### config.mk
export PLATFORM = sky130hd
export DESIGN_NAME = neural_activation_unit_top
export DESIGN_NICKNAME = d
export VERILOG_FILES = /design/src/rtl/core/nau_pkg.sv /design/src/rtl/core/nau_front.sv /design/src/rtl/core/nau_back.sv /design/src/rtl/core/neural_activation_unit_top.sv
export VERILOG_INCLUDE_DIRS = /design/src /design/src/rtl/core
export SDC_FILE = /design/constraint.sdc
export NUM_CORES = 2
export LEC_CHECK = 0
export BUFFER_PORTS_ARGS = -buffer_cell sky130_fd_sc_hd__clkbuf_2
export CAP_MARGIN = 20
export CORE_ASPECT_RATIO = 1.2
export CORE_MARGIN = 5
export CORE_UTILIZATION = 60
export DETAILED_ROUTE_END_ITERATION = 12
export PLACE_DENSITY = 0.82
export SETUP_SLACK_MARGIN = 0.5
export SLEW_MARGIN = 10
export SYNTH_ARGS = -nofsm -noshare
export SYNTH_HDL_FRONTEND = slang
export SYNTH_HIERARCHICAL = 1
export SYNTH_SLANG_ARGS = --single-unit
### constraint.sdc
create_clock -name clock -period 12.54 [get_ports clock]
set_input_delay 1.254 -clock clock [delete_from_list [all_inputs] [get_ports clock]]
set_output_delay 1.254 -clock clock [all_outputs]
set_load 0.05 [all_outputs]
### src/rtl/core/neural_activation_unit_top_assert.svh
// Assertion macros shared by the activation unit files.
// Define NO_ASSERTIONS to compile the checks away.
`ifndef NEURAL_ACTIVATION_UNIT_TOP_ASSERT_SVH
`define NEURAL_ACTIVATION_UNIT_TOP_ASSERT_SVH

`ifndef NO_ASSERTIONS

// Property that must hold at every clock edge outside reset.
`define NAU_ASSERT(label, clk, rst, prop, msg) \
   label: assert property (@(posedge clk) disable iff (rst) (prop)) else $error(msg);

// When the antecedent holds, the consequent must hold in the next cycle.
`define NAU_ASSERT_NEXT(label, clk, rst, ante, cons, msg) \
   label: assert property (@(posedge clk) disable iff (rst) (ante) |=> (cons)) \
      else $error(msg);

`else

`define NAU_ASSERT(label, clk, rst, prop, msg)
`define NAU_ASSERT_NEXT(label, clk, rst, ante, cons, msg)

`endif

`endif

### src/rtl/core/nau_pkg.sv
`timescale 1ns / 1ps

package nau_pkg;

   // Sample format: signed Q4.12.
   localparam int DATA_WIDTH = 16;
   localparam int FRAC_BITS  = 12;
   localparam int DIFF_W     = DATA_WIDTH + 1;
   localparam int MUL_W      = 2 * DIFF_W;
   localparam int LEAK_W     = 2 * DATA_WIDTH;

   localparam int TABLE_DEPTH_DEFAULT = 64;

   // Configuration register file.
   localparam int MODE_WIDTH      = 2;
   localparam int CSR_INDEX_WIDTH = 4;
   localparam int CSR_DATA_WIDTH  = 16;

   localparam logic [CSR_INDEX_WIDTH-1:0] CSR_MODE       = 4'd0;
   localparam logic [CSR_INDEX_WIDTH-1:0] CSR_LEAK_SLOPE = 4'd1;

   localparam logic [MODE_WIDTH-1:0] MODE_RELU    = 2'd0;
   localparam logic [MODE_WIDTH-1:0] MODE_LEAKY   = 2'd1;
   localparam logic [MODE_WIDTH-1:0] MODE_SIGMOID = 2'd2;
   localparam logic [MODE_WIDTH-1:0] MODE_TANH    = 2'd3;

   localparam logic [MODE_WIDTH-1:0]        MODE_RESET       = MODE_RELU;
   localparam logic signed [DATA_WIDTH-1:0] LEAK_SLOPE_RESET = 16'sd41;

   localparam logic signed [DATA_WIDTH-1:0] ACT_MAX = 16'sh7FFF;
   localparam logic signed [DATA_WIDTH-1:0] ACT_MIN = 16'sh8000;

   // Sigmoid output upper bound, 1.0 in Q4.12.
   localparam logic signed [DATA_WIDTH-1:0] SIG_ONE = 16'sd4096;

   typedef struct packed {
      logic signed [DATA_WIDTH-1:0] sample;
      logic                         last_in;
   } nau_req_type;

   typedef struct packed {
      logic signed [DATA_WIDTH-1:0] activated;
      logic                         last_out;
   } nau_rsp_type;

   // Payload handed from the lookup half to the interpolation half.
   typedef struct packed {
      logic [MODE_WIDTH-1:0]        mode;
      logic                         last;
      logic signed [DATA_WIDTH-1:0] x;
      logic signed [DATA_WIDTH-1:0] t0;
      logic signed [DIFF_W-1:0]     diff;
      logic [DATA_WIDTH-1:0]        rem;
      logic signed [LEAK_W-1:0]     leak_prod;
   } nau_mid_type;

   // ----------------------------------------------------------------
   // Table construction, evaluated at elaboration only. All arithmetic
   // is Q60 unsigned fixed point so the entries come out bit exact.
   // ----------------------------------------------------------------
   localparam int          Q_FRAC = 60;
   localparam logic [63:0] ONE_Q  = 64'd1 << Q_FRAC;

   // Restoring division, one quotient bit per step.
   function automatic logic [63:0] nau_udiv(input logic [63:0] num,
                                             input logic [63:0] den);
      logic [64:0] r;
      logic [63:0] q;
      r = '0;
      q = '0;
      for (int i = 63; i >= 0; i--) begin
         r = {r[63:0], num[i]};
         if (r >= {1'b0, den}) begin
            r    = r - {1'b0, den};
            q[i] = 1'b1;
         end
      end
      return q;
   endfunction

   // Q60 product, truncated.
   function automatic logic [63:0] nau_qmul(input logic [63:0] a, input logic [63:0] b);
      logic [127:0] pr;
      pr = {64'd0, a} * {64'd0, b};
      return pr[123:60];
   endfunction

   // e^-f for f in [0,1] by its alternating series.
   function automatic logic [63:0] nau_exp_neg_frac(input logic [63:0] f);
      logic [63:0] sum;
      logic [63:0] term;
      sum  = ONE_Q;
      term = ONE_Q;
      for (int k = 1; k <= 40; k++) begin
         term = nau_udiv(nau_qmul(term, f), 64'(k));
         if ((k & 1) != 0) begin
            sum = sum - term;
         end else begin
            sum = sum + term;
         end
      end
      return sum;
   endfunction

   // e^-(m/d): fractional part by series, integer part by repeated 1/e.
   function automatic logic [63:0] nau_exp_neg_ratio(input logic [31:0] m,
                                                      input logic [31:0] d);
      logic [63:0] einv;
      logic [63:0] n;
      logic [63:0] r;
      logic [63:0] f;
      logic [63:0] v;
      einv = nau_exp_neg_frac(ONE_Q);
      n    = nau_udiv(64'(m), 64'(d));
      r    = 64'(m) - n * 64'(d);
      f    = nau_udiv(r << 52, 64'(d)) << 8;
      v    = nau_exp_neg_frac(f);
      for (int k = 0; 64'(k) < n; k++) begin
         v = nau_qmul(v, einv);
      end
      return v;
   endfunction

   // 1/d in Q60 for d above one.
   function automatic logic [63:0] nau_recip(input logic [63:0] d);
      logic [63:0] r;
      logic [63:0] q;
      r = ONE_Q;
      q = '0;
      if (d <= ONE_Q) begin
         return ONE_Q;
      end
      for (int k = 0; k < Q_FRAC; k++) begin
         r = r << 1;
         q = q << 1;
         if (r >= d) begin
            r    = r - d;
            q[0] = 1'b1;
         end
      end
      return q;
   endfunction

   // Q60 to Q12, rounding halves up.
   function automatic logic signed [DATA_WIDTH-1:0] nau_round_q12(input logic [63:0] v);
      logic [63:0] s;
      s = (v + (64'd1 << (Q_FRAC - 13))) >> (Q_FRAC - 12);
      return DATA_WIDTH'(s);
   endfunction

   // One table point: sigmoid or tanh at -8 + 16*i/depth, in Q4.12.
   function automatic logic signed [DATA_WIDTH-1:0] nau_table_entry(input logic is_tanh,
                                                                    input int   i,
                                                                    input int   depth);
      int                           num;
      logic [31:0]                  a;
      logic [63:0]                  q;
      logic [63:0]                  q2;
      logic signed [DATA_WIDTH-1:0] th;
      logic signed [DATA_WIDTH-1:0] sg;
      num = 16 * i - 8 * depth;
      a   = 32'((num < 0) ? -num : num);
      q   = nau_recip(ONE_Q + nau_exp_neg_ratio(a, 32'(depth)));
      q2  = nau_recip(ONE_Q + nau_exp_neg_ratio(a << 1, 32'(depth)));
      th  = nau_round_q12((q2 << 1) - ONE_Q);
      sg  = nau_round_q12((num >= 0) ? q : (ONE_Q - q));
      if (is_tanh) begin
         return (num >= 0) ? th : -th;
      end
      return sg;
   endfunction

endpackage

### src/rtl/core/nau_front.sv
`timescale 1ns / 1ps

module nau_front import nau_pkg::*; #(
   parameter int TABLE_DEPTH = TABLE_DEPTH_DEFAULT
) (
   input  logic                         clock,
   input  logic                         reset,
   input  logic                         in_valid,
   input  nau_req_type                  in_item,
   input  logic [MODE_WIDTH-1:0]        mode,
   input  logic signed [DATA_WIDTH-1:0] leak_slope,
   output logic                         mid_valid,
   output nau_mid_type                  mid
);

   localparam int IDX_W  = $clog2(TABLE_DEPTH + 1);
   localparam int PROD_W = DATA_WIDTH + IDX_W;

   // Constant sigmoid and tanh tables, TABLE_DEPTH+1 points each.
   logic signed [DATA_WIDTH-1:0] sig_rom  [TABLE_DEPTH+1];
   logic signed [DATA_WIDTH-1:0] tanh_rom [TABLE_DEPTH+1];

   for (genvar gi = 0; gi <= TABLE_DEPTH; gi++) begin : g_rom
      localparam logic signed [DATA_WIDTH-1:0] SIG_V  = nau_table_entry(1'b0, gi, TABLE_DEPTH);
      localparam logic signed [DATA_WIDTH-1:0] TANH_V = nau_table_entry(1'b1, gi, TABLE_DEPTH);
      assign sig_rom[gi]  = SIG_V;
      assign tanh_rom[gi] = TANH_V;
   end

   // Stage A: offset the sample, scale by the table depth, split index and fraction.
   logic [DATA_WIDTH-1:0] offset;
   logic [PROD_W-1:0]     pos;
   logic [IDX_W-1:0]      idx_raw;
   logic [IDX_W-1:0]      a_idx_in;

   assign offset   = {~in_item.sample[DATA_WIDTH-1], in_item.sample[DATA_WIDTH-2:0]};
   assign pos      = PROD_W'(offset) * PROD_W'(TABLE_DEPTH);
   assign idx_raw  = pos[PROD_W-1:DATA_WIDTH];
   assign a_idx_in = (idx_raw >= IDX_W'(TABLE_DEPTH)) ? IDX_W'(TABLE_DEPTH - 1) : idx_raw;

   logic                         a_valid_ff;
   logic signed [DATA_WIDTH-1:0] a_x_ff;
   logic                         a_last_ff;
   logic [MODE_WIDTH-1:0]        a_mode_ff;
   logic [IDX_W-1:0]             a_idx_ff;
   logic [DATA_WIDTH-1:0]        a_rem_ff;

   always_ff @(posedge clock) begin
      if (reset) begin
         a_valid_ff <= 1'b0;
      end else begin
         a_valid_ff <= in_valid;
      end
   end

   always_ff @(posedge clock) begin
      a_x_ff    <= in_item.sample;
      a_last_ff <= in_item.last_in;
      a_mode_ff <= mode;
      a_idx_ff  <= a_idx_in;
      a_rem_ff  <= pos[DATA_WIDTH-1:0];
   end

   // Stage B: read both neighbor points and form the leaky product.
   logic [IDX_W-1:0]             idx_hi;
   logic                         use_tanh;
   logic signed [DATA_WIDTH-1:0] t0;
   logic signed [DATA_WIDTH-1:0] t1;
   nau_mid_type                  mid_in;

   assign idx_hi   = a_idx_ff + IDX_W'(1);
   assign use_tanh = (a_mode_ff == MODE_TANH);
   assign t0       = use_tanh ? tanh_rom[a_idx_ff] : sig_rom[a_idx_ff];
   assign t1       = use_tanh ? tanh_rom[idx_hi]   : sig_rom[idx_hi];

   always_comb begin
      mid_in.mode      = a_mode_ff;
      mid_in.last      = a_last_ff;
      mid_in.x         = a_x_ff;
      mid_in.t0        = t0;
      mid_in.diff      = DIFF_W'(t1) - DIFF_W'(t0);
      mid_in.rem       = a_rem_ff;
      mid_in.leak_prod = LEAK_W'(a_x_ff) * LEAK_W'(leak_slope);
   end

   logic        b_valid_ff;
   nau_mid_type mid_ff;

   always_ff @(posedge clock) begin
      if (reset) begin
         b_valid_ff <= 1'b0;
      end else begin
         b_valid_ff <= a_valid_ff;
      end
   end

   always_ff @(posedge clock) begin
      mid_ff <= mid_in;
   end

   assign mid_valid = b_valid_ff;
   assign mid       = mid_ff;

endmodule

### src/rtl/core/nau_back.sv
`timescale 1ns / 1ps
`include "neural_activation_unit_top_assert.svh"

module nau_back import nau_pkg::*; (
   input  logic        clock,
   input  logic        reset,
   input  logic        mid_valid,
   input  nau_mid_type mid,
   output logic        rsp_valid,
   output nau_rsp_type rsp_item
);

   localparam int STEP_W    = MUL_W - DATA_WIDTH;
   localparam int LEAK_SH_W = LEAK_W - FRAC_BITS;

   // Stage C: scale the neighbor difference by the fraction.
   logic signed [MUL_W-1:0] mul_in;

   assign mul_in = MUL_W'(mid.diff) * MUL_W'($signed({1'b0, mid.rem}));

   logic                         c_valid_ff;
   logic [MODE_WIDTH-1:0]        c_mode_ff;
   logic                         c_last_ff;
   logic signed [DATA_WIDTH-1:0] c_x_ff;
   logic signed [DATA_WIDTH-1:0] c_t0_ff;
   logic signed [MUL_W-1:0]      c_mul_ff;
   logic signed [LEAK_W-1:0]     c_leak_ff;

   always_ff @(posedge clock) begin
      if (reset) begin
         c_valid_ff <= 1'b0;
      end else begin
         c_valid_ff <= mid_valid;
      end
   end

   always_ff @(posedge clock) begin
      c_mode_ff <= mid.mode;
      c_last_ff <= mid.last;
      c_x_ff    <= mid.x;
      c_t0_ff   <= mid.t0;
      c_mul_ff  <= mul_in;
      c_leak_ff <= mid.leak_prod;
   end

   // Stage D: floor shifts, interpolation sum, saturation and mode select.
   logic signed [STEP_W-1:0]     step;
   logic signed [STEP_W-1:0]     interp;
   logic signed [LEAK_SH_W-1:0]  leak_sh;
   logic signed [DATA_WIDTH-1:0] leak_sat;
   logic                         x_pos;
   logic signed [DATA_WIDTH-1:0] act;

   assign step    = c_mul_ff[MUL_W-1:DATA_WIDTH];
   assign interp  = STEP_W'(c_t0_ff) + step;
   assign leak_sh = c_leak_ff[LEAK_W-1:FRAC_BITS];
   assign x_pos   = !c_x_ff[DATA_WIDTH-1] && (c_x_ff != '0);

   always_comb begin
      if ((leak_sh[LEAK_SH_W-1:DATA_WIDTH-1] == '0) ||
          (leak_sh[LEAK_SH_W-1:DATA_WIDTH-1] == '1)) begin
         leak_sat = leak_sh[DATA_WIDTH-1:0];
      end else if (leak_sh[LEAK_SH_W-1]) begin
         leak_sat = ACT_MIN;
      end else begin
         leak_sat = ACT_MAX;
      end
   end

   always_comb begin
      unique case (c_mode_ff)
         MODE_RELU: begin
            act = x_pos ? c_x_ff : '0;
         end
         MODE_LEAKY: begin
            act = x_pos ? c_x_ff : leak_sat;
         end
         MODE_SIGMOID, MODE_TANH: begin
            act = interp[DATA_WIDTH-1:0];
         end
      endcase
   end

   logic        rsp_valid_ff;
   nau_rsp_type rsp_item_ff;

   always_ff @(posedge clock) begin
      if (reset) begin
         rsp_valid_ff <= 1'b0;
      end else begin
         rsp_valid_ff <= c_valid_ff;
      end
   end

   always_ff @(posedge clock) begin
      rsp_item_ff.activated <= act;
      rsp_item_ff.last_out  <= c_last_ff;
   end

   assign rsp_valid = rsp_valid_ff;
   assign rsp_item  = rsp_item_ff;

   // A ReLU result is never negative.
   `NAU_ASSERT_NEXT(a_relu_nonneg, clock, reset, c_valid_ff && (c_mode_ff == MODE_RELU), !rsp_item.activated[DATA_WIDTH-1], "relu result negative")
   // Sigmoid interpolation stays between zero and one.
   `NAU_ASSERT_NEXT(a_sigmoid_range, clock, reset, c_valid_ff && (c_mode_ff == MODE_SIGMOID), !rsp_item.activated[DATA_WIDTH-1] && (rsp_item.activated <= SIG_ONE), "sigmoid result out of range")
   // Every item leaving stage C reaches the result port.
   `NAU_ASSERT_NEXT(a_stage_d_follows, clock, reset, c_valid_ff, rsp_valid, "item lost in final stage")

endmodule

### src/rtl/core/neural_activation_unit_top.sv
`timescale 1ns / 1ps
`include "neural_activation_unit_top_assert.svh"

// Element-wise activation unit for signed Q4.12 samples: ReLU, leaky ReLU,
// sigmoid or tanh, chosen by the mode register. A sample transfer happens on
// any clock edge with start high and busy low; busy is always low, so one
// sample can be taken every cycle. The result passes through four register
// stages to rsp_item, marked by rsp_valid for exactly one cycle, and must be
// taken then: the receiver cannot stall the unit. The stages are index
// computation, table read with the leaky product, the interpolation multiply,
// and the final shift, saturation and select. The sigmoid and tanh tables hold
// TABLE_DEPTH+1 points over [-8, 8] and are built as constants at elaboration.
// Registers are written through the csr_ port, which is always ready, and
// should only change while no sample is in flight.
module neural_activation_unit_top import nau_pkg::*; #(
   parameter int TABLE_DEPTH = TABLE_DEPTH_DEFAULT
) (
   input  logic                       clock,
   input  logic                       reset,
   input  logic                       start,
   output logic                       busy,
   input  nau_req_type                req_item,
   output logic                       rsp_valid,
   output nau_rsp_type                rsp_item,
   input  logic                       csr_valid,
   output logic                       csr_ready,
   input  logic [CSR_INDEX_WIDTH-1:0] csr_index,
   input  logic [CSR_DATA_WIDTH-1:0]  csr_wdata
);

   // The pipeline never stalls, so a transfer is possible in every cycle.
   logic req_accept;

   assign busy       = 1'b0;
   assign req_accept = start && !busy;
   assign csr_ready  = 1'b1;

   // Configuration registers; unknown indexes are ignored.
   logic [MODE_WIDTH-1:0]        mode_ff;
   logic [MODE_WIDTH-1:0]        mode_in;
   logic signed [DATA_WIDTH-1:0] leak_slope_ff;
   logic signed [DATA_WIDTH-1:0] leak_slope_in;

   always_comb begin
      mode_in       = mode_ff;
      leak_slope_in = leak_slope_ff;
      if (csr_valid && csr_ready) begin
         unique case (csr_index)
            CSR_MODE: begin
               mode_in = csr_wdata[MODE_WIDTH-1:0];
            end
            CSR_LEAK_SLOPE: begin
               leak_slope_in = csr_wdata[DATA_WIDTH-1:0];
            end
            default: begin
            end
         endcase
      end
   end

   always_ff @(posedge clock) begin
      if (reset) begin
         mode_ff       <= MODE_RESET;
         leak_slope_ff <= LEAK_SLOPE_RESET;
      end else begin
         mode_ff       <= mode_in;
         leak_slope_ff <= leak_slope_in;
      end
   end

   // Lookup half, then interpolation half.
   logic        mid_valid;
   nau_mid_type mid;

   nau_front #(
      .TABLE_DEPTH (TABLE_DEPTH)
   ) u_front (
      .clock      (clock),
      .reset      (reset),
      .in_valid   (req_accept),
      .in_item    (req_item),
      .mode       (mode_ff),
      .leak_slope (leak_slope_ff),
      .mid_valid  (mid_valid),
      .mid        (mid)
   );

   nau_back u_back (
      .clock     (clock),
      .reset     (reset),
      .mid_valid (mid_valid),
      .mid       (mid),
      .rsp_valid (rsp_valid),
      .rsp_item  (rsp_item)
   );

   // A result strobe follows each transfer through stages A to D, unless reset intervened.
   `NAU_ASSERT(a_latency, clock, reset, rsp_valid == ($past(req_accept, 4) && !$past(reset, 1) && !$past(reset, 2) && !$past(reset, 3) && !$past(reset, 4)), "result strobe does not match transfer four cycles earlier")

endmodule
# [After elaboration in Yosys (flattened, before gate mapping)]
# Memory sizes are Yosys's and may differ from the RTL's.
# Index checks and enable logic that the tools add are counted.
[classes] n_addsub=3 mul=2 magnitude_cmp=3 n_eq_ne=6 n_mux=15 bitwise=3 reduce_logical=10
[ops] cell="16-bit 2-to-1 mux" n=14
[ops] cell="16-bit case mux with 3 select lines" n=1
[ops] cell="16-bit by 16-bit multiplier with 32-bit output" n=1
[ops] cell="17-bit by 11-bit multiplier with 26-bit output" n=1
[ops] cell="16-bit by 16-bit subtractor with 17-bit output" n=1
[ops] cell="16-bit adder" n=1
[ops] cell="8-bit greater-or-equal comparator, second input constant" n=2
[ops] cell="7-bit inverter with 8-bit output" n=2
[ops] cell="16-bit nonzero test" n=1
[ops] cell="7-bit by 1-bit adder with 7-bit output, second input constant" n=1
[ops] cell="6-bit by 7-bit greater-or-equal comparator with 1-bit output, second input constant" n=1
[ops] cell="2-bit equality test, second input constant" n=3
[ops] cell="5-bit equality test, second input constant" n=1
[ops] cell="5-bit zero test" n=1
[ops] cell="4-bit by 1-bit equality test with 1-bit output, second input constant" n=1
[ops] cell="4-bit zero test" n=1
[ops] cell="2-bit AND reduction" n=2
[ops] cell="2-bit by 1-bit equality test with 1-bit output, second input constant" n=1
[ops] cell="2-bit zero test" n=1
[ops] cell="2-bit OR reduction" n=1
[ops] cell="1-bit logical AND" n=1
[ops] cell="1-bit zero test" n=1
[ops] cell="1-bit logical OR" n=1
[ops] cell="1-bit inverter" n=1
[word_totals] register_bits=268 romBits=8192 inputBits=41 output_inout_bits=20 wordCells=73 memories=4
[mem_list] memory="(name not given)" words=128 width=16 rd=1 rd_ports_with_merged_regs=0 wr=0 line="nau_front.sv:73" rtl="assign t0 = use_tanh ? tanh_rom[a_idx_ff] : sig_rom[a_idx_ff];"
[mem_list] memory="(name not given)" words=128 width=16 rd=1 rd_ports_with_merged_regs=0 wr=0 line="nau_front.sv:73"
[mem_list] memory="(name not given)" words=128 width=16 rd=1 rd_ports_with_merged_regs=0 wr=0 line="nau_front.sv:74" rtl="assign t1 = use_tanh ? tanh_rom[idx_hi] : sig_rom[idx_hi];"
[mem_list] memory="(name not given)" words=128 width=16 rd=1 rd_ports_with_merged_regs=0 wr=0 line="nau_front.sv:74"

# [Logic depth before layout (Yosys ltp)]
[depth] depth_word=7 mapped_depth=26 ltp_nobuf=22

# [By module]
# The synthesis kept the hierarchy.
[by_module_without_submodules] module="nau_front" n_inst=1 cells_each=1847 area_per_inst_um2=15813.9 seq_area_each_um2=2082.0
[by_module_without_submodules] module="nau_back" n_inst=1 cells_each=1304 area_per_inst_um2=12445.7 seq_area_each_um2=1801.7
[by_module_without_submodules] module="neural_activation_unit_top" n_inst=1 cells_each=85 area_per_inst_um2=804.5 seq_area_each_um2=360.3

# [Worst setup path before layout]
# Ideal clock, no wire load.
[synth_timing] path_type="reg-to-reg" start="register u_front.a_x_ff[12]" end="register u_front.mid_ff (netlist bit u_front/mid[29])" setup_ns=0.072 arrival_ns=6.595 required_ns=12.468 slack_ns=5.873 path_stages_with_launch=25 n_path_buf=5 period_less_slack_ns=6.667 path_cell_list="dfxtp_1 -> buf_6 -> clkbuf_1 -> clkbuf_1 -> clkbuf_1 -> clkbuf_1 -> nand2_1 -> fa_1 -> inv_1 -> fa_1 -> fa_1 -> fa_1 -> fa_1 -> inv_1 -> fa_1 -> inv_1 -> ha_1 -> a2111o_1 -> o21bai_1 -> a31o_2 -> nor2b_1 -> a221oi_1 -> nand2b_1 -> a21oi_1 -> xnor2_1"
[synth_lines] element="start: declaration" line="nau_front.sv:42" rtl="logic signed [DATA_WIDTH-1:0] a_x_ff;"
[synth_lines] element="start signal: assignment" line="nau_front.sv:57" rtl="a_x_ff <= in_item.sample;"
[synth_lines] element="end signal: assignment" line="nau_front.sv:98" rtl="mid_ff <= mid_in;"
[synth_lines] element="end: declaration" line="nau_front.sv:87" rtl="nau_mid_type mid_ff;"

==> reports/qor_table.md <==
| Parameter | This run |
|:---|:---|
| Number of optimization iterations in the first detailed-route pass | 6 |
| Clock tree from TritonCTS | yes |
| Cell area after synthesis | 28730 um2 |
| Antenna-violating nets left | 0 |
| Max-Slew Margin vs Limit | 32.77% |
| Final hold violation count | 0 |
| Post-CTS sizing | 0 |
| Setup tns final | 0 ns |
| Full die area | 52370 um2 |
| Crit share post-route | 54.71% |
| Largest net degree at the start of global routing | 81 |
| Unrepaired setup endpoints after global routing | false |
| Max-capacitance violation count | 0 |
| Worst min path class | reg2reg |
| Core Rows | 87 |
| Number of I/O port buffers | 58 |
| Detailed placer's ending HPWL | 56.56 mm |
| Number of hold-repair buffers added at the cts stage | 0 |
| Floorplan Core Area | 47240 um2 |
| Critical-path top delay cell | sky130_fd_sc_hd__fa_1 |
| Synth-to-layout area growth | 3.946% |
| Max Slew Vio Count | 0 |
| Y dimension of the die | 249.7 um |
| Highest fanout seen on the critical path | 17 |
| Via count of the first global-routing pass | 24080 |
| Critical path start-end classification | reg2reg |
| Routed vias | 22240 |
| Result of the run | finished, final reports clean |
| Max Fclk | 0.1458 GHz |
| DR iter-0 viols | 2246 |
| Buffer and inverter count on the worst path | 3 |
| Wire length of the first global-routing pass | 121.7 mm |
| Buffers inserted during post-CTS setup optimization | 0 |
| Layout filler cell count | 3790 |
| Post-DR wirelength/cell | 19.60 um |
| Total number of clock tree sinks | 200 |
| Overall fraction of global-route tracks in use | 28.77% |
| Cell type group with the largest total delay on the critical path | adder cells |
| Antenna violations before repair | 2 |
| Number of placed I/O pins | 61 |
| Global placement routability congestion | 0.9262 |
| Required time of the critical path | 12.93 ns |
| Final setup vio count | 0 |
| DRC | 0 |
| Gate count after technology mapping | 3211 |
| Post-Syn Area per Cell | 8.947 um2 |
| Final Critical Period | 6.861 ns |
| Clock transition time at the flip-flop clock pins of the worst setup and hold paths | 0.08 ns |
| Via count normalized by instance count | 5.889 |
| Net total in the final layout | 3913 |
| Ordered cell list for the critical path | nand2_1, inv_1, fa_1, fa_1, fa_1, fa_1, fa_1, inv_1, fa_1, inv_1, ha_1, a2111o_1, o21bai_1, a31o_2, nor2b_1, a221oi_1, nand2b_1, a21oi_1, xnor2_1 |
| Layout cells sized above 1 | 4.727% |
| H-tree depth | 4 |
| Critical Path Sink Type | flop |
| Clock network latency to the later pin of the worst-skew pair | 0.46 ns |
| CTS root buf | sky130_fd_sc_hd__clkbuf_16 |
| Worst clock skew | 0.01491 ns |
| Arrival @ worst endpoint | 7.25 ns |
| Total gr overflow | 0 |
| Number of CTS-inserted buffers | 17 |
| Die Width | 209.8 um |
| Critical path's largest stage delay | 0.89 ns |
| Starting Density | 60.81% |
| Bufs on Longest Clock Path | 2 |
| Post-detailed-routing wire length | 74.01 mm |
| Startpoint type of the worst setup path | flop |
| Actual slew at the worst max-slew pin | 1.007 ns |
| Yosys Warn Count | 6 |
| Top cell by count, worst path | sky130_fd_sc_hd__fa_1 |
-- cell type report --
class / count / area (um2) / area share, %
Sequential cell: 200 / 4008 / 13.42
Tap cell: 623 / 779.5 / 2.610
Clock inverter: 14 / 214.0 / 0.7165
Antenna cell: 1 / 2.502 / 0.008380
Multi-Input combinational cell: 2220 / 21640 / 72.46
Timing Repair Buffer: 82 / 470.5 / 1.575
Inverter: 618 / 2320 / 7.768
Clock buffer: 18 / 429.2 / 1.437
-- routing by layer --
| layer | wire length, um | track usage (%) | vias to the layer above |
|---|---|---|---|
| met5 | 0 | 0 | - |
| met2 | 36870 | 48.81 | 1063 |
| met1 | 27930 | 36.31 | 11120 |
| li1 | - | - | 9826 |
| met3 | 5707 | 4.861 | 231 |
| met4 | 3497 | 12.70 | 0 |
-- stage by stage --
step / cells / cell area, um2 / setup WS, ns / utilization, % / hold slack [ns]
final: 3776 / 29860 / 5.679 / 63.21 / 0.3276
after global routing: 3775 / 29860 / 5.387 / 63.21 / 0.3302
after CTS: 3774 / 29850 / 5.717 / 63.19 / 0.3278
after detailed placement: 3742 / 29210 / 5.803 / 61.83 / 0.3121
after global placement: 3742 / 29210 / 6.009 / 61.83 / 0.3097
after floorplan: 3216 / 28750 / 5.873 / - / 0.3096
-- path summary, 6_finish.rpt --
| path | cells past startpoint | start | slack [ns] | to |
|---|---|---|---|---|
| max | 19 | u_front/a_x_ff[15] | 5.68 | u_front/mid[29] |
| min | 0 | u_front/mid[20] | 0.33 | u_back/c_leak_ff[20] |
| max reg2reg | 19 | u_front/a_x_ff[15] | 5.68 | u_front/mid[29] |
| min reg2reg | 0 | u_front/mid[20] | 0.33 | u_back/c_leak_ff[20] |
-- placed cells by master (no fill, tap or decap), drive strengths merged, types with 7 or more instances in the layout --
cell,instances
o22ai,9
xor2,27
a21oi,120
clkbuf,76
inv,622
a32oi,8
a31oi,29
mux2i,11
ha,204
nor2b,14
o31ai,8
o221ai,11
nand2,386
and3,15
o211ai,22
dfxtp,200
nand4,13
xnor2,62
conb,8
nand2b,19
o21ai,123
a21o,13
a211oi,21
nor3,20
o21a,16
nand3,40
o311ai,7
buf,24
a221oi,7
fa,529
and2,267
nor2,116
-- state kept, by name, summed over array words and instances, names as in the netlist --
name,cells
u_front/a_mode_ff,2
u_front/mid,70
u_back/c_last_ff,1
u_back/rsp_item,17
u_front/a_last_ff,1
u_front/a_valid_ff,1
u_front/mid_valid,1
u_front/a_idx_ff,2
u_back/c_leak_ff,20
u_back/c_valid_ff,1
u_back/c_t0_ff,16
u_back/c_mul_ff,16
u_back/rsp_valid,1
u_front/a_x_ff,15
u_back/c_mode_ff,2
mode_ff,2
leak_slope_ff,16
u_back/c_x_ff,16
Power is left out: the tool's default activity adds up to more than one toggle a clock period on the data nets, which glitch-free logic cannot reach.
